$ cat src/hw/rtl/cvr_pkg.sv
// Package for the camera vector rotator: fixed-point constants, the CORDIC
// arctangent table and the request/status structs between the sequencer and
// the CORDIC unit. No dependencies.
`default_nettype none

package cvr_pkg;

    localparam int VEC_WIDTH_DEFAULT  = 16;
    localparam int CORDIC_ITER_DEFAULT = 16;

    localparam int ANG_W      = 16;  // binary angle, 65536 units per turn
    localparam int RATE_W     = 16;  // base rate and turn offset, Q4.12
    localparam int FT_W       = 16;  // frame time, Q0.16
    localparam int GUARD_BITS = 16;
    localparam int Z_W        = 34;  // angle residual with headroom
    localparam int ATAN_DEPTH = 30;
    localparam int ATAN_IDX_W = 5;

    localparam logic [RATE_W-1:0] BASE_RATE_RESET = 16'd512;

    // Limit gain 0.60725293500888 in Q1.30.
    localparam logic signed [31:0] GAIN_Q30 = 32'sd652032874;

    localparam logic signed [Z_W-1:0] QUARTER_TURN = 34'sd1073741824;
    localparam logic signed [Z_W-1:0] HALF_TURN    = 34'sd2147483648;

    // atan(2^-i) in 32-bit binary angle units.
    localparam logic [31:0] ATAN_TABLE [ATAN_DEPTH] = '{
        32'd536870912, 32'd316933406, 32'd167458907, 32'd85004756,
        32'd42667331,  32'd21354465,  32'd10680862,  32'd5340245,
        32'd2670163,   32'd1335087,   32'd667544,    32'd333772,
        32'd166886,    32'd83443,     32'd41722,     32'd20861,
        32'd10430,     32'd5215,      32'd2608,      32'd1304,
        32'd652,       32'd326,       32'd163,       32'd81,
        32'd41,        32'd20,        32'd10,        32'd5,
        32'd3,         32'd1
    };

    typedef struct packed {
        logic             start;
        logic [ANG_W-1:0] angle;
    } cvr_req_t;

    typedef struct packed {
        logic busy;
        logic done;
    } cvr_sts_t;

endpackage

`default_nettype wire

$ cat src/hw/rtl/cvr_if.sv
// Valid/ready channel interfaces for the camera vector rotator: the input
// item channel and the result channel. No dependencies.
`default_nettype none

interface cvr_in_if #(
    parameter int VEC_WIDTH = 16
);
    logic                        valid;
    logic                        ready;
    logic                        func;
    logic [15:0]                 frame_period;
    logic [15:0]                 turn_offset;
    logic                        turn_left;
    logic                        turn_right;
    logic signed [VEC_WIDTH-1:0] load_dir_x;
    logic signed [VEC_WIDTH-1:0] load_dir_y;
    logic signed [VEC_WIDTH-1:0] load_plane_x;
    logic signed [VEC_WIDTH-1:0] load_plane_y;

    modport source (
        output valid, func, frame_period, turn_offset, turn_left, turn_right,
               load_dir_x, load_dir_y, load_plane_x, load_plane_y,
        input  ready
    );

    modport sink (
        input  valid, func, frame_period, turn_offset, turn_left, turn_right,
               load_dir_x, load_dir_y, load_plane_x, load_plane_y,
        output ready
    );
endinterface

interface cvr_out_if #(
    parameter int VEC_WIDTH = 16
);
    logic                        valid;
    logic                        ready;
    logic signed [VEC_WIDTH-1:0] dir_x;
    logic signed [VEC_WIDTH-1:0] dir_y;
    logic signed [VEC_WIDTH-1:0] plane_x;
    logic signed [VEC_WIDTH-1:0] plane_y;

    modport source (
        output valid, dir_x, dir_y, plane_x, plane_y,
        input  ready
    );

    modport sink (
        input  valid, dir_x, dir_y, plane_x, plane_y,
        output ready
    );
endinterface

`default_nettype wire

$ cat src/hw/rtl/cvr_cordic.sv
// Iterative CORDIC rotation unit with gain correction, rounding and
// saturation. One micro-rotation per cycle. Depends on cvr_pkg.
`default_nettype none

module cvr_cordic #(
    parameter int VEC_WIDTH   = cvr_pkg::VEC_WIDTH_DEFAULT,
    parameter int CORDIC_ITER = cvr_pkg::CORDIC_ITER_DEFAULT
) (
    input  wire logic                        clk,
    input  wire logic                        rst_n,
    input  wire cvr_pkg::cvr_req_t           req,
    output cvr_pkg::cvr_sts_t                sts,
    input  wire logic signed [VEC_WIDTH-1:0] x_in,
    input  wire logic signed [VEC_WIDTH-1:0] y_in,
    output logic signed [VEC_WIDTH-1:0]      x_out,
    output logic signed [VEC_WIDTH-1:0]      y_out
);
    import cvr_pkg::*;

    localparam int XW = VEC_WIDTH + GUARD_BITS + 4;
    localparam int RW = XW - GUARD_BITS;
    localparam int PW = VEC_WIDTH + 32;
    localparam int CW = $clog2(CORDIC_ITER);
    localparam logic [CW-1:0] ITER_LAST = CW'(CORDIC_ITER - 1);
    localparam logic signed [XW-1:0] ROUND_HALF = XW'(longint'(1) << (GUARD_BITS - 1));
    localparam logic signed [RW-1:0] SAT_HI = RW'((longint'(1) << (VEC_WIDTH - 1)) - 1);
    localparam logic signed [RW-1:0] SAT_LO = -SAT_HI - RW'(1);

    typedef enum logic [5:0] {
        C_IDLE   = 6'b000001,
        C_GAIN_X = 6'b000010,
        C_GAIN_Y = 6'b000100,
        C_FOLD   = 6'b001000,
        C_ITER   = 6'b010000,
        C_ROUND  = 6'b100000
    } cstate_t;

    cstate_t                state_reg, state_next;
    logic [CW-1:0]          iter_reg, iter_next;
    logic signed [XW-1:0]   x_reg, x_next, y_reg, y_next;
    logic signed [Z_W-1:0]  z_reg, z_next;

    logic signed [VEC_WIDTH-1:0] mul_a;
    logic signed [PW-1:0]        prod;
    logic signed [XW-1:0]        gained;
    logic signed [XW-1:0]        dx, dy;
    logic signed [Z_W-1:0]       atan_z;
    logic signed [RW-1:0]        x_rnd, y_rnd;

    // The one multiplier serves both components, x first and then y.
    assign mul_a  = (state_reg == C_GAIN_X) ? x_in : y_in;
    assign prod   = mul_a * GAIN_Q30;
    assign gained = XW'(prod >>> (30 - GUARD_BITS));

    assign dx     = y_reg >>> iter_reg;
    assign dy     = x_reg >>> iter_reg;
    assign atan_z = Z_W'(ATAN_TABLE[ATAN_IDX_W'(iter_reg)]);

    always_comb
    begin
        state_next = state_reg;
        iter_next  = iter_reg;
        x_next     = x_reg;
        y_next     = y_reg;
        z_next     = z_reg;
        unique case (state_reg)
            C_IDLE:
            begin
                if (req.start)
                begin
                    z_next     = Z_W'($signed({req.angle, 16'h0000}));
                    state_next = C_GAIN_X;
                end
            end
            C_GAIN_X:
            begin
                x_next     = gained;
                state_next = C_GAIN_Y;
            end
            C_GAIN_Y:
            begin
                y_next     = gained;
                state_next = C_FOLD;
            end
            C_FOLD:
            begin
                // Beyond a quarter turn the vector is negated and the angle
                // moved by a half turn, so CORDIC converges.
                if (z_reg > QUARTER_TURN)
                begin
                    x_next = -x_reg;
                    y_next = -y_reg;
                    z_next = z_reg - HALF_TURN;
                end
                else if (z_reg < -QUARTER_TURN)
                begin
                    x_next = -x_reg;
                    y_next = -y_reg;
                    z_next = z_reg + HALF_TURN;
                end
                iter_next  = '0;
                state_next = C_ITER;
            end
            C_ITER:
            begin
                if (!z_reg[Z_W-1])
                begin
                    x_next = x_reg - dx;
                    y_next = y_reg + dy;
                    z_next = z_reg - atan_z;
                end
                else
                begin
                    x_next = x_reg + dx;
                    y_next = y_reg - dy;
                    z_next = z_reg + atan_z;
                end
                iter_next = iter_reg + CW'(1);
                if (iter_reg == ITER_LAST)
                begin
                    state_next = C_ROUND;
                end
            end
            C_ROUND:
            begin
                state_next = C_IDLE;
            end
            default:
            begin
                state_next = C_IDLE;
            end
        endcase
    end

    always_ff @(posedge clk or negedge rst_n)
    begin
        if (!rst_n)
        begin
            state_reg <= C_IDLE;
            iter_reg  <= '0;
        end
        else
        begin
            state_reg <= state_next;
            iter_reg  <= iter_next;
        end
    end

    always_ff @(posedge clk)
    begin
        x_reg <= x_next;
        y_reg <= y_next;
        z_reg <= z_next;
    end

    // Round half up while dropping the guard bits, then saturate.
    assign x_rnd = RW'((x_reg + ROUND_HALF) >>> GUARD_BITS);
    assign y_rnd = RW'((y_reg + ROUND_HALF) >>> GUARD_BITS);

    always_comb
    begin
        priority if (x_rnd > SAT_HI)
            x_out = SAT_HI[VEC_WIDTH-1:0];
        else if (x_rnd < SAT_LO)
            x_out = SAT_LO[VEC_WIDTH-1:0];
        else
            x_out = x_rnd[VEC_WIDTH-1:0];
        priority if (y_rnd > SAT_HI)
            y_out = SAT_HI[VEC_WIDTH-1:0];
        else if (y_rnd < SAT_LO)
            y_out = SAT_LO[VEC_WIDTH-1:0];
        else
            y_out = y_rnd[VEC_WIDTH-1:0];
    end

    assign sts.busy = (state_reg != C_IDLE);
    assign sts.done = (state_reg == C_ROUND);

endmodule

`default_nettype wire

$ cat src/hw/rtl/camera_vector_rotator_top.sv
// Top level of the camera vector rotator: the item sequencer, the vector
// state, the configuration register and the result register.
// Depends on cvr_pkg, cvr_if (cvr_in_if, cvr_out_if) and cvr_cordic.
//
// Usage:
//   in_ch carries one item per transaction. func 0 is a tick that turns the
//   facing and camera plane vectors left and/or right by an angle taken from
//   the frame period and the turn rate; func 1 loads both vectors.
//   out_ch returns the four vector components after every item, one
//   transaction per item.
//   cfg_we/cfg_wdata write base_rate; write only while the block is idle.
// Item flow:
//   in_ch.ready is high only while no item is in work. A load item goes
//   through S_DONE into the result register. A tick computes its angle in
//   S_ANGLE, then runs k = 0, 2 or 4 rotations (two vectors per turn flag)
//   and ends in S_DONE; each rotation runs the single shared CORDIC unit: a
//   start, the gain multiplies of x and then y, a fold, CORDIC_ITER
//   micro-rotations and a rounding step.
// Reset: facing = (-1, 0), plane = (0, 0.66), base_rate = 0.125, no result.
// Stall: a finished result waits in the output register; the block accepts the
//   next item meanwhile, and holds that item's result until the register frees.
`default_nettype none

module camera_vector_rotator_top #(
    parameter int VEC_WIDTH   = cvr_pkg::VEC_WIDTH_DEFAULT,
    parameter int CORDIC_ITER = cvr_pkg::CORDIC_ITER_DEFAULT
) (
    input  wire logic                        clk,
    input  wire logic                        rst_n,
    input  wire logic                        cfg_we,
    input  wire logic [cvr_pkg::RATE_W-1:0]  cfg_wdata,
    cvr_in_if.sink                           in_ch,
    cvr_out_if.source                        out_ch
);
    import cvr_pkg::*;

    localparam logic signed [VEC_WIDTH-1:0] DIR_X_RESET =
        VEC_WIDTH'(-(longint'(1) << (VEC_WIDTH - 2)));
    localparam logic signed [VEC_WIDTH-1:0] PLANE_Y_RESET =
        VEC_WIDTH'((longint'(66) * (longint'(1) << (VEC_WIDTH - 2))) / 100);

    typedef enum logic [3:0] {
        S_IDLE  = 4'b0001,
        S_ANGLE = 4'b0010,
        S_ROT   = 4'b0100,
        S_DONE  = 4'b1000
    } state_t;

    // Rotation passes: left on dir, left on plane, right on dir, right on plane.
    localparam logic [1:0] PASS_L_DIR   = 2'd0;
    localparam logic [1:0] PASS_L_PLANE = 2'd1;
    localparam logic [1:0] PASS_R_DIR   = 2'd2;
    localparam logic [1:0] PASS_R_PLANE = 2'd3;

    state_t                      state_reg, state_next;
    logic [1:0]                  pass_reg, pass_next;
    logic                        start_reg, start_next;
    logic                        left_reg, left_next, right_reg, right_next;
    logic [FT_W-1:0]             ft_reg, ft_next;
    logic [RATE_W-1:0]           off_reg, off_next;
    logic [ANG_W-1:0]            angle_reg, angle_next;
    logic [RATE_W-1:0]           base_rate_reg, base_rate_next;
    logic signed [VEC_WIDTH-1:0] dir_x_reg, dir_x_next, dir_y_reg, dir_y_next;
    logic signed [VEC_WIDTH-1:0] plane_x_reg, plane_x_next, plane_y_reg, plane_y_next;
    logic                        out_valid_reg, out_valid_next;
    logic signed [VEC_WIDTH-1:0] out_dx_reg, out_dx_next, out_dy_reg, out_dy_next;
    logic signed [VEC_WIDTH-1:0] out_px_reg, out_px_next, out_py_reg, out_py_next;

    logic                        in_accept;
    logic [RATE_W:0]             rate;
    logic [FT_W+RATE_W:0]        ang_prod;
    logic [FT_W+RATE_W+1:0]      ang_sum;
    cvr_req_t                    cordic_req;
    cvr_sts_t                    cordic_sts;
    logic signed [VEC_WIDTH-1:0] cx_in, cy_in, cx_out, cy_out;

    assign in_ch.ready = (state_reg == S_IDLE);
    assign in_accept   = in_ch.valid && in_ch.ready;

    assign rate     = (RATE_W + 1)'(base_rate_reg) + (RATE_W + 1)'(off_reg);
    assign ang_prod = (FT_W + RATE_W + 1)'(ft_reg) * (FT_W + RATE_W + 1)'(rate);
    assign ang_sum  = (FT_W + RATE_W + 2)'(ang_prod) + (FT_W + RATE_W + 2)'(4096);

    assign cordic_req.start = start_reg;
    assign cordic_req.angle = pass_reg[1] ? ANG_W'(ANG_W'(0) - angle_reg) : angle_reg;
    assign cx_in = pass_reg[0] ? plane_x_reg : dir_x_reg;
    assign cy_in = pass_reg[0] ? plane_y_reg : dir_y_reg;

    cvr_cordic #(
        .VEC_WIDTH   (VEC_WIDTH),
        .CORDIC_ITER (CORDIC_ITER)
    ) u_cordic (
        .clk   (clk),
        .rst_n (rst_n),
        .req   (cordic_req),
        .sts   (cordic_sts),
        .x_in  (cx_in),
        .y_in  (cy_in),
        .x_out (cx_out),
        .y_out (cy_out)
    );

    always_comb
    begin
        state_next     = state_reg;
        pass_next      = pass_reg;
        start_next     = 1'b0;
        left_next      = left_reg;
        right_next     = right_reg;
        ft_next        = ft_reg;
        off_next       = off_reg;
        angle_next     = angle_reg;
        base_rate_next = cfg_we ? cfg_wdata : base_rate_reg;
        dir_x_next     = dir_x_reg;
        dir_y_next     = dir_y_reg;
        plane_x_next   = plane_x_reg;
        plane_y_next   = plane_y_reg;
        out_valid_next = out_valid_reg && !out_ch.ready;
        out_dx_next    = out_dx_reg;
        out_dy_next    = out_dy_reg;
        out_px_next    = out_px_reg;
        out_py_next    = out_py_reg;

        unique case (state_reg)
            S_IDLE:
            begin
                if (in_accept)
                begin
                    if (in_ch.func)
                    begin
                        dir_x_next   = in_ch.load_dir_x;
                        dir_y_next   = in_ch.load_dir_y;
                        plane_x_next = in_ch.load_plane_x;
                        plane_y_next = in_ch.load_plane_y;
                        state_next   = S_DONE;
                    end
                    else
                    begin
                        ft_next    = in_ch.frame_period;
                        off_next   = in_ch.turn_offset;
                        left_next  = in_ch.turn_left;
                        right_next = in_ch.turn_right;
                        state_next = S_ANGLE;
                    end
                end
            end
            S_ANGLE:
            begin
                angle_next = ang_sum[ANG_W+12:13];
                priority if (left_reg)
                begin
                    pass_next  = PASS_L_DIR;
                    start_next = 1'b1;
                    state_next = S_ROT;
                end
                else if (right_reg)
                begin
                    pass_next  = PASS_R_DIR;
                    start_next = 1'b1;
                    state_next = S_ROT;
                end
                else
                begin
                    state_next = S_DONE;
                end
            end
            S_ROT:
            begin
                if (cordic_sts.done)
                begin
                    if (pass_reg[0])
                    begin
                        plane_x_next = cx_out;
                        plane_y_next = cy_out;
                    end
                    else
                    begin
                        dir_x_next = cx_out;
                        dir_y_next = cy_out;
                    end
                    unique case (pass_reg)
                        PASS_L_DIR:
                        begin
                            pass_next  = PASS_L_PLANE;
                            start_next = 1'b1;
                        end
                        PASS_L_PLANE:
                        begin
                            if (right_reg)
                            begin
                                pass_next  = PASS_R_DIR;
                                start_next = 1'b1;
                            end
                            else
                            begin
                                state_next = S_DONE;
                            end
                        end
                        PASS_R_DIR:
                        begin
                            pass_next  = PASS_R_PLANE;
                            start_next = 1'b1;
                        end
                        PASS_R_PLANE:
                        begin
                            state_next = S_DONE;
                        end
                        default:
                        begin
                            state_next = S_DONE;
                        end
                    endcase
                end
            end
            S_DONE:
            begin
                // The result register frees when its transaction completes.
                if (!out_valid_reg || out_ch.ready)
                begin
                    out_valid_next = 1'b1;
                    out_dx_next    = dir_x_reg;
                    out_dy_next    = dir_y_reg;
                    out_px_next    = plane_x_reg;
                    out_py_next    = plane_y_reg;
                    state_next     = S_IDLE;
                end
            end
            default:
            begin
                state_next = S_IDLE;
            end
        endcase
    end

    always_ff @(posedge clk or negedge rst_n)
    begin
        if (!rst_n)
        begin
            state_reg     <= S_IDLE;
            pass_reg      <= PASS_L_DIR;
            start_reg     <= 1'b0;
            out_valid_reg <= 1'b0;
            base_rate_reg <= BASE_RATE_RESET;
            dir_x_reg     <= DIR_X_RESET;
            dir_y_reg     <= '0;
            plane_x_reg   <= '0;
            plane_y_reg   <= PLANE_Y_RESET;
        end
        else
        begin
            state_reg     <= state_next;
            pass_reg      <= pass_next;
            start_reg     <= start_next;
            out_valid_reg <= out_valid_next;
            base_rate_reg <= base_rate_next;
            dir_x_reg     <= dir_x_next;
            dir_y_reg     <= dir_y_next;
            plane_x_reg   <= plane_x_next;
            plane_y_reg   <= plane_y_next;
        end
    end

    always_ff @(posedge clk)
    begin
        left_reg   <= left_next;
        right_reg  <= right_next;
        ft_reg     <= ft_next;
        off_reg    <= off_next;
        angle_reg  <= angle_next;
        out_dx_reg <= out_dx_next;
        out_dy_reg <= out_dy_next;
        out_px_reg <= out_px_next;
        out_py_reg <= out_py_next;
    end

    assign out_ch.valid   = out_valid_reg;
    assign out_ch.dir_x   = out_dx_reg;
    assign out_ch.dir_y   = out_dy_reg;
    assign out_ch.plane_x = out_px_reg;
    assign out_ch.plane_y = out_py_reg;

    // The CORDIC unit only finishes a rotation that the sequencer waits for.
    a_done_in_rot: assert property (@(posedge clk) disable iff (!rst_n)
        cordic_sts.done |-> (state_reg == S_ROT))
        else $error("CORDIC finished outside a rotation pass");

    // A start reaches an idle CORDIC unit and is a single-cycle pulse.
    a_start_idle: assert property (@(posedge clk) disable iff (!rst_n)
        start_reg |-> (!cordic_sts.busy && (state_reg == S_ROT)) ##1 !start_reg)
        else $error("CORDIC start while busy or held too long");

    // A load transaction goes straight to the result stage.
    a_load_done: assert property (@(posedge clk) disable iff (!rst_n)
        (in_accept && in_ch.func) |=> (state_reg == S_DONE))
        else $error("Load item did not go to the result stage");

endmodule

`default_nettype wire

$ cat src/flat_wrapper.sv
// flat-port wrapper written by rule: the top's interface ports become plain ports
module camera_vector_rotator_top_flat import cvr_pkg::*;
#(
    parameter int VEC_WIDTH   = cvr_pkg::VEC_WIDTH_DEFAULT,
    parameter int CORDIC_ITER = cvr_pkg::CORDIC_ITER_DEFAULT
)
  (clk, rst_n, cfg_we, cfg_wdata, in_ch_valid, in_ch_func, in_ch_frame_period, in_ch_turn_offset, in_ch_turn_left, in_ch_turn_right, in_ch_load_dir_x, in_ch_load_dir_y, in_ch_load_plane_x, in_ch_load_plane_y, in_ch_ready, out_ch_valid, out_ch_dir_x, out_ch_dir_y, out_ch_plane_x, out_ch_plane_y, out_ch_ready);
  cvr_in_if #(.VEC_WIDTH(VEC_WIDTH)) in_ch_i ();
  cvr_out_if #(.VEC_WIDTH(VEC_WIDTH)) out_ch_i ();
  input  wire logic clk;
  input  wire logic rst_n;
  input  wire logic cfg_we;
  input  wire logic [cvr_pkg::RATE_W-1:0] cfg_wdata;
  input wire logic [$bits(in_ch_i.valid)-1:0] in_ch_valid;
  input wire logic [$bits(in_ch_i.func)-1:0] in_ch_func;
  input wire logic [$bits(in_ch_i.frame_period)-1:0] in_ch_frame_period;
  input wire logic [$bits(in_ch_i.turn_offset)-1:0] in_ch_turn_offset;
  input wire logic [$bits(in_ch_i.turn_left)-1:0] in_ch_turn_left;
  input wire logic [$bits(in_ch_i.turn_right)-1:0] in_ch_turn_right;
  input wire logic [$bits(in_ch_i.load_dir_x)-1:0] in_ch_load_dir_x;
  input wire logic [$bits(in_ch_i.load_dir_y)-1:0] in_ch_load_dir_y;
  input wire logic [$bits(in_ch_i.load_plane_x)-1:0] in_ch_load_plane_x;
  input wire logic [$bits(in_ch_i.load_plane_y)-1:0] in_ch_load_plane_y;
  output wire logic [$bits(in_ch_i.ready)-1:0] in_ch_ready;
  output wire logic [$bits(out_ch_i.valid)-1:0] out_ch_valid;
  output wire logic [$bits(out_ch_i.dir_x)-1:0] out_ch_dir_x;
  output wire logic [$bits(out_ch_i.dir_y)-1:0] out_ch_dir_y;
  output wire logic [$bits(out_ch_i.plane_x)-1:0] out_ch_plane_x;
  output wire logic [$bits(out_ch_i.plane_y)-1:0] out_ch_plane_y;
  input wire logic [$bits(out_ch_i.ready)-1:0] out_ch_ready;
  assign in_ch_i.valid = in_ch_valid;
  assign in_ch_i.func = in_ch_func;
  assign in_ch_i.frame_period = in_ch_frame_period;
  assign in_ch_i.turn_offset = in_ch_turn_offset;
  assign in_ch_i.turn_left = in_ch_turn_left;
  assign in_ch_i.turn_right = in_ch_turn_right;
  assign in_ch_i.load_dir_x = in_ch_load_dir_x;
  assign in_ch_i.load_dir_y = in_ch_load_dir_y;
  assign in_ch_i.load_plane_x = in_ch_load_plane_x;
  assign in_ch_i.load_plane_y = in_ch_load_plane_y;
  assign in_ch_ready = in_ch_i.ready;
  assign out_ch_valid = out_ch_i.valid;
  assign out_ch_dir_x = out_ch_i.dir_x;
  assign out_ch_dir_y = out_ch_i.dir_y;
  assign out_ch_plane_x = out_ch_i.plane_x;
  assign out_ch_plane_y = out_ch_i.plane_y;
  assign out_ch_i.ready = out_ch_ready;
  camera_vector_rotator_top #(.VEC_WIDTH(VEC_WIDTH), .CORDIC_ITER(CORDIC_ITER)) u_core (.clk(clk), .rst_n(rst_n), .cfg_we(cfg_we), .cfg_wdata(cfg_wdata), .in_ch(in_ch_i), .out_ch(out_ch_i));
endmodule
$ cat config.mk
export PLATFORM = sky130hd
export DESIGN_NAME = camera_vector_rotator_top_flat
export DESIGN_NICKNAME = d
export VERILOG_FILES = /design/src/hw/rtl/cvr_pkg.sv /design/src/hw/rtl/cvr_if.sv /design/src/hw/rtl/cvr_cordic.sv /design/src/hw/rtl/camera_vector_rotator_top.sv /design/src/flat_wrapper.sv
export SDC_FILE = /design/constraint.sdc
export NUM_CORES = 2
export LEC_CHECK = 0
export BUFFER_PORTS_ARGS = -buffer_cell sky130_fd_sc_hd__buf_4
export CAP_MARGIN = 15
export CORE_UTILIZATION = 50
export DETAILED_ROUTE_END_ITERATION = 6
export PLACE_DENSITY = 0.68
export SKIP_LAST_GASP = 1
export SYNTH_ARGS = -nofsm -noshare
export SYNTH_HDL_FRONTEND = slang
export SYNTH_SLANG_ARGS = --single-unit
$ cat constraint.sdc
create_clock -name clk -period 11.1 [get_ports clk]
set_clock_uncertainty 0.05 [all_clocks]
set_input_delay 0.555 -clock clk [delete_from_list [all_inputs] [get_ports clk]]
set_output_delay 0.555 -clock clk [all_outputs]
set_load 0.01 [all_outputs]
== Word-level counts from Yosys, hierarchy flattened ==
Memories as Yosys holds them, arrays and structs flattened.
Cells that the tools add are included.

* Output and inout bits: 66
* ROM bits: 1024
* Bits in registers: 318
* Bits of input ports: 120
* Memories: 1

{| class="wikitable"
|+ Memory list
! name !! depth !! width !! rd ports !! clocked after memory_dff !! write ports !! line !! source
|-
| (name not given) || 32 || 32 || 1 || 0 || 0 || cvr_cordic.sv:57 || <nowiki>assign atan_z = Z_W'(ATAN_TABLE[ATAN_IDX_W'(iter_reg)]);</nowiki>
|}

* Equal/unequal tests: 26
* Reductions and logical operators: 23
* $add $sub $neg: 16
* Multiply operators: 2
* Multiplexer cells: 68
* Order comparisons: 7
* Shift-type cells: 2
* Bitwise logic cells: 2

{| class="wikitable"
|+ Operators with widths
! cell !! count
|-
| 16-bit two-way mux || 24
|-
| 36-bit two-way mux || 6
|-
| 36-bit one-hot mux with 3 select lines || 2
|-
| 34-bit two-way mux || 4
|-
| 16-bit one-hot mux with 2 select lines || 4
|-
| 34-bit one-hot mux with 3 select lines || 1
|-
| 36-bit by 17-bit adder with 36-bit output, second input constant || 2
|-
| 36-bit adder || 2
|-
| 36-bit negator || 2
|-
| 36-bit by 4-bit >>> shifter with 36-bit output || 2
|-
| 36-bit subtractor || 2
|-
| 32-bit two-way mux || 2
|-
| 16-bit by 30-bit multiplier with 46-bit output, second input constant || 1
|-
| 20-bit by 16-bit > comparator with 1-bit output, second input constant || 2
|-
| 20-bit by 16-bit < comparator with 1-bit output, second input constant || 2
|-
| 34-bit by 33-bit adder with 34-bit output || 1
|-
| 34-bit by 33-bit adder with 34-bit output, second input constant || 1
|-
| 34-bit by 32-bit > comparator with 1-bit output, second input constant || 1
|-
| 34-bit by 31-bit < comparator with 1-bit output, second input constant || 1
|-
| 34-bit by 33-bit subtractor with 34-bit output || 1
|-
| 34-bit by 33-bit subtractor with 34-bit output, second input constant || 1
|-
| 6-bit one-hot mux with 5 select lines || 1
|-
| 29-bit by 13-bit adder with 29-bit output, second input constant || 1
|-
| 16-bit by 17-bit multiplier with 29-bit output || 1
|-
| other kinds (42) || 79
|}

== Logic depth before layout (Yosys ltp) ==
* Depth after elaboration: 7
* Gate-level depth with buffers: 33
* Mapped depth without buffers: 33

== Cells and area by module ==
Synthesis repeated with hierarchy kept, for this count alone.

* Cell total of the unflattened synthesis: 4759
* Area, all modules: 43738.2 sq um

{| class="wikitable"
|+ By module, submodules not included
! module !! instances !! cells each !! sequential area each (sq um) !! area an instance (sq um)
|-
| cvr_cordic || 1 || 3127 || 3434.5 || 26736.9
|-
| camera_vector_rotator_top || 1 || 1632 || 5640.4 || 17001.3
|}

== Worst setup path after synthesis ==
No wires, ideal clock.

* Kind: reg-to-reg
* Start point: reg u_core.pass_reg[0]
* End point: reg u_core.u_cordic.x_reg[34], data pin
* Slack: 2.384 ns
* Buffers on the path: 3
* Data required time: 10.778 ns
* Arrival: 8.395 ns
* Library setup time: 0.272 ns
* Stages on the path, launching flop included: 27
* Path through: dfrtp_1 clkbuf_1 buf_1 buf_1 mux4_2 inv_1 fa_1 inv_1 fa_1 inv_1 fa_1 inv_1 fa_1 fa_1 inv_1 fa_1 inv_1 ha_1 and3_1 and3_1 and4b_1 a311o_1 or4b_1 a31oi_1 xnor2_1 nor2_2 or4_1

* Cells in the longest elaborated chain, start to end: 4
* Elaborated cells on any way between the ends: 5
* Those cells by class: mul (1); mux (4)

{| class="wikitable"
|+ RTL lines
! element !! line !! source
|-
| start, declared || camera_vector_rotator_top.sv:56 || <nowiki>logic [1:0] pass_reg, pass_next;</nowiki>
|-
| start signal, assigned || camera_vector_rotator_top.sv:252 || <nowiki>pass_reg <= pass_next;</nowiki>
|-
| 16-bit two-way mux (on tied branches) || camera_vector_rotator_top.sv:87, camera_vector_rotator_top.sv:86 ||
|-
| 16-bit two-way mux * || cvr_cordic.sv:51 || <nowiki>assign mul_a = (state_reg == C_GAIN_X) ? x_in : y_in;</nowiki>
|-
| 16-bit by 30-bit multiplier with 46-bit output * || cvr_cordic.sv:52 || <nowiki>assign prod = mul_a * GAIN_Q30;</nowiki>
|-
| 36-bit one-hot mux with 3 select lines * || cvr_cordic.sv:66 || <nowiki>unique case (state_reg)</nowiki>
|-
| named net u_core.u_cordic.x_next[34] || cvr_cordic.sv:40 || <nowiki>logic signed [XW-1:0] x_reg, x_next, y_reg, y_next;</nowiki>
|-
| end signal, assigned || cvr_cordic.sv:151 || <nowiki>x_reg <= x_next;</nowiki>
|-
| end, declared || cvr_cordic.sv:40 ||
|}

Mark *: on every way through the listed nets, which the timed path passes. The rest lies on a longest branch.
A chain may end at the register's enable or synchronous reset.

== Worst setup path after layout ==
Ends and elaborated chain as after synthesis.

==> results.md <==
- Status: finished, final reports clean
- Final HPWL DP: roughly 100,000 um
- Worst-path cell chain: buf_4, mux4_2, ha_1, inv_1, fa_1, inv_1, fa_1, inv_1, fa_1, inv_1, fa_1, fa_1, ha_1, a21o_1, a21o_1, o31ai_1, o31ai_1, buf_4, a311o_1, or4b_1, a31oi_1, xnor2_1, nor2_2, or4_1
- GRT Total Usage: a little under 30%
- Kind of critical path: reg -> reg
- Slew headroom: a little over a fifth
- Initial DRC Count: 3,744
- Most used flip-flop cell after synthesis: edfxtp_1
- Maximum capacitance violations: 0
- Startpoint types: flop
- CP startpoint: u_core.pass_reg[0]$_DFFE_PN0P_
- CP Max Fanout: 18
- Hold path startpoint: in_ch_frame_period[8]
- Vias: 34,500
- Top cell type's share of synthesized area: 18.0%
- Worst Tran Pin Value: ~1200 ps
- Finished Cell Area: about 46,000 sq um
- Avg Inst Size Synth: 9.48 sq um
- I/O pins: between 150 and 200
- Commonest cells after routing, fill and taps aside: 603 x inv_1, 392 x ha_1, 387 x nand2_1, 384 x fa_1, 250 x nor2_1
- Max-slew violations: 0
- Global-route wire length before repair: between 150,000 and 200,000 um
- Post-synth EDFFs: 220
- Seq/Total Area, Yosys: between 20% and 30%
- Final setup TNS: 0 ps
- Final worst path period share: between 80 and 90%
- Commonest non-fill, non-tap cell in the layout: inv_1
- Clock tree from TritonCTS: built
- WP buf/inv: 6
- GPL Wtd Cong: approximately 0.98
- Die area: just under 90,000 sq um
- Total gr overflow: 0
- Die height: between 200 and 300 um
- Final setup fails: 0
- Cell Area, Placed: between 40,000 and 50,000 sq um
- Crit path top cell by count: fa_1
- # H-tree levels: 2
- Post-CTS setup buffer count: 0
- Critical Path RT: 11,400 ps
- RSZ-0062 raised after global routing: no
- Core box area: roughly 84,000 sq um
- Cell variety after synth: 100
- Worst Hold Class: in -> reg
- Final wirelength: about 130,000 um
- CP top delay family: adder cells
- Post-route minimum period: a little over 9000 ps
- Initial antenna violation count: 5
- CTS buffer count: 40
- Async SR Flop Fraction: 30.8%
- Netlist area before placement: 42,700 sq um
- Final Hold Vio Count: 0
- Drt pass-1 iters: 6
- Row count: between 100 and 150
- CTS Buffer Depth: 3
- Reg2reg start: u_core.pass_reg[0]$_DFFE_PN0P_
- CTS resizes: 0
- Crit end category: flop
- CTS Sinks: between 300 and 400
- Area grow syn2layout: 8.77%
- FMAX: between 100 and 150 MHz
- DRT antenna net count: 0
- Routed len/inst: 22.1 um
- Leading area contributor after synthesis: fa_1
- Largest net degree at the start of global routing: 70
- Vias in the first global route: around 34,000
- Clock-pin slew on the worst setup and hold paths: about 60 ps
- Post-synthesis cell count: around 4,500
- Share of layout cells above drive strength 1: ~11%
- Nets: roughly 5,500
- Die width: ~290 um
- Vias/cell: around 6
- Slowest CP cell: dfrtp_1
- Cts hold-fix bufs: 1
- Port Buffers: about 190
- Clock Latency Late Sink: around 600 ps
- Root buf cell: clkbuf_16
- Yosys reg bits: 318
- Ranking of synthesized cells by area: fa_1 18%, edfxtp_1 15%, ha_1 11%
- Drt drc: 0
- Worst path arrival time: approximately 9400 ps
- CP peak stage delay: 1000 ps
- YS warnings: 0
- Initial Util: about half
- Mapped Nets: roughly 5,400
[final cells by class]
class	count	area (sq um)
tap	1134	1420
timing repair buffer	245	1840
clock buffer	53	1090
multi-input combinational	3371	30500
clock inverter	20	256
antenna	1	2.50
sequential	318	9090
inverter	606	2270
fill	7547	37600
[logic make-up (layout without fill, tap and decap cells)]
group / count (synthesis) / count (layout) / share of synthesized area (%)
and+or+nand+nor: 1171 / 1171 / 13.5
adders and majority gates: 776 / 776 / 29.5
muxes: 187 / 187 / 7.42
xor gates and xnor gates: 350 / 350 / 7.22
buffers and inverters: 821 / 924 / 7.58
other: 0 / 1 / 0
AOI/OAI and AO/OA: 887 / 887 / 13.6
DFF: 318 / 318 / 21.2
[layer usage]
metal	part of all wire, %	track usage, %	vias to the layer above
li1	-	-	15700
met1	43	41.9	17100
met2	45	46.8	1493
met3	8.8	4.92	215
met4	2.9	8.09	0
met5	0	0	-
[stage by stage]
| stage | hold slack (ps) | setup slack (ps) | std cells | utilization, % |
|---|---|---|---|---|
| after detailed placement | 405 | 2010 | 5673 | 53.7 |
| after global routing | 55.3 | 1540 | 5748 | 55.3 |
| after floorplan | 209 | 2380 | 4510 | - |
| after global placement | 405 | 2080 | 5673 | 53.7 |
| after CTS | 37.7 | 1990 | 5747 | 55.3 |
| final | 66.0 | 1990 | 5748 | 55.3 |
[synthesized netlist by cell type, types with 12 or more instances]
cell / n
xor2_1: 155
o21a_1: 33
mux4_1: 12
or4_1: 14
clkbuf_1: 151
o211ai_1: 14
mux2i_1: 42
nand2_1: 387
a31oi_1: 46
buf_2: 27
ha_1: 392
nor2b_1: 38
o31ai_1: 17
fa_1: 384
edfxtp_1: 220
a22oi_1: 12
nand3_1: 68
o21bai_1: 18
a221oi_1: 31
mux2_2: 47
dfstp_2: 13
a221o_1: 30
nor4_1: 22
and3_1: 38
xnor2_1: 193
o21ai_0: 180
nor3_1: 68
inv_1: 603
and2_1: 128
nand2b_1: 40
nor2_1: 254
mux4_2: 82
o221ai_1: 29
nand4_1: 17
or3_1: 28
a21o_1: 95
dfrtp_1: 85
a211oi_1: 25
buf_1: 19
a21oi_1: 241
o22ai_1: 27
[worst register-to-register path: cells and delay by family (launching register included)]
| kind | cells | cell delay, ps |
|---|---|---|
| compound gates | 6 | 1520 |
| xor+xnor | 1 | 250 |
| fa+ha+maj | 7 | 3330 |
| buf+inv | 6 | 810 |
| flops | 1 | 1000 |
| mux | 1 | 630 |
| simple gates | 3 | 1270 |
[worst paths after layout]
path | end | slack, ps | depth (start not counted)
max reg2reg | u_core.u_cordic.x_reg[34]$_DFFE_PP_ | 1990 | 24
min in group asynchronous | u_core.base_rate_reg[14]$_DFFE_PN0P_ | 530 | 2
min | u_core.ft_reg[8]$_DFFE_PP_ | 70 | 1
max in group asynchronous | u_core.plane_x_reg[11]$_DFFE_PN0P_ | 9260 | 3
max | u_core.u_cordic.x_reg[34]$_DFFE_PP_ | 1990 | 24
min reg2reg | u_core.out_ch.plane_y[14]$_DFFE_PP_ | 420 | 0
Power is left out: the tool's default activity adds up to more than one toggle a clock period on the data nets, which glitch-free logic cannot reach.
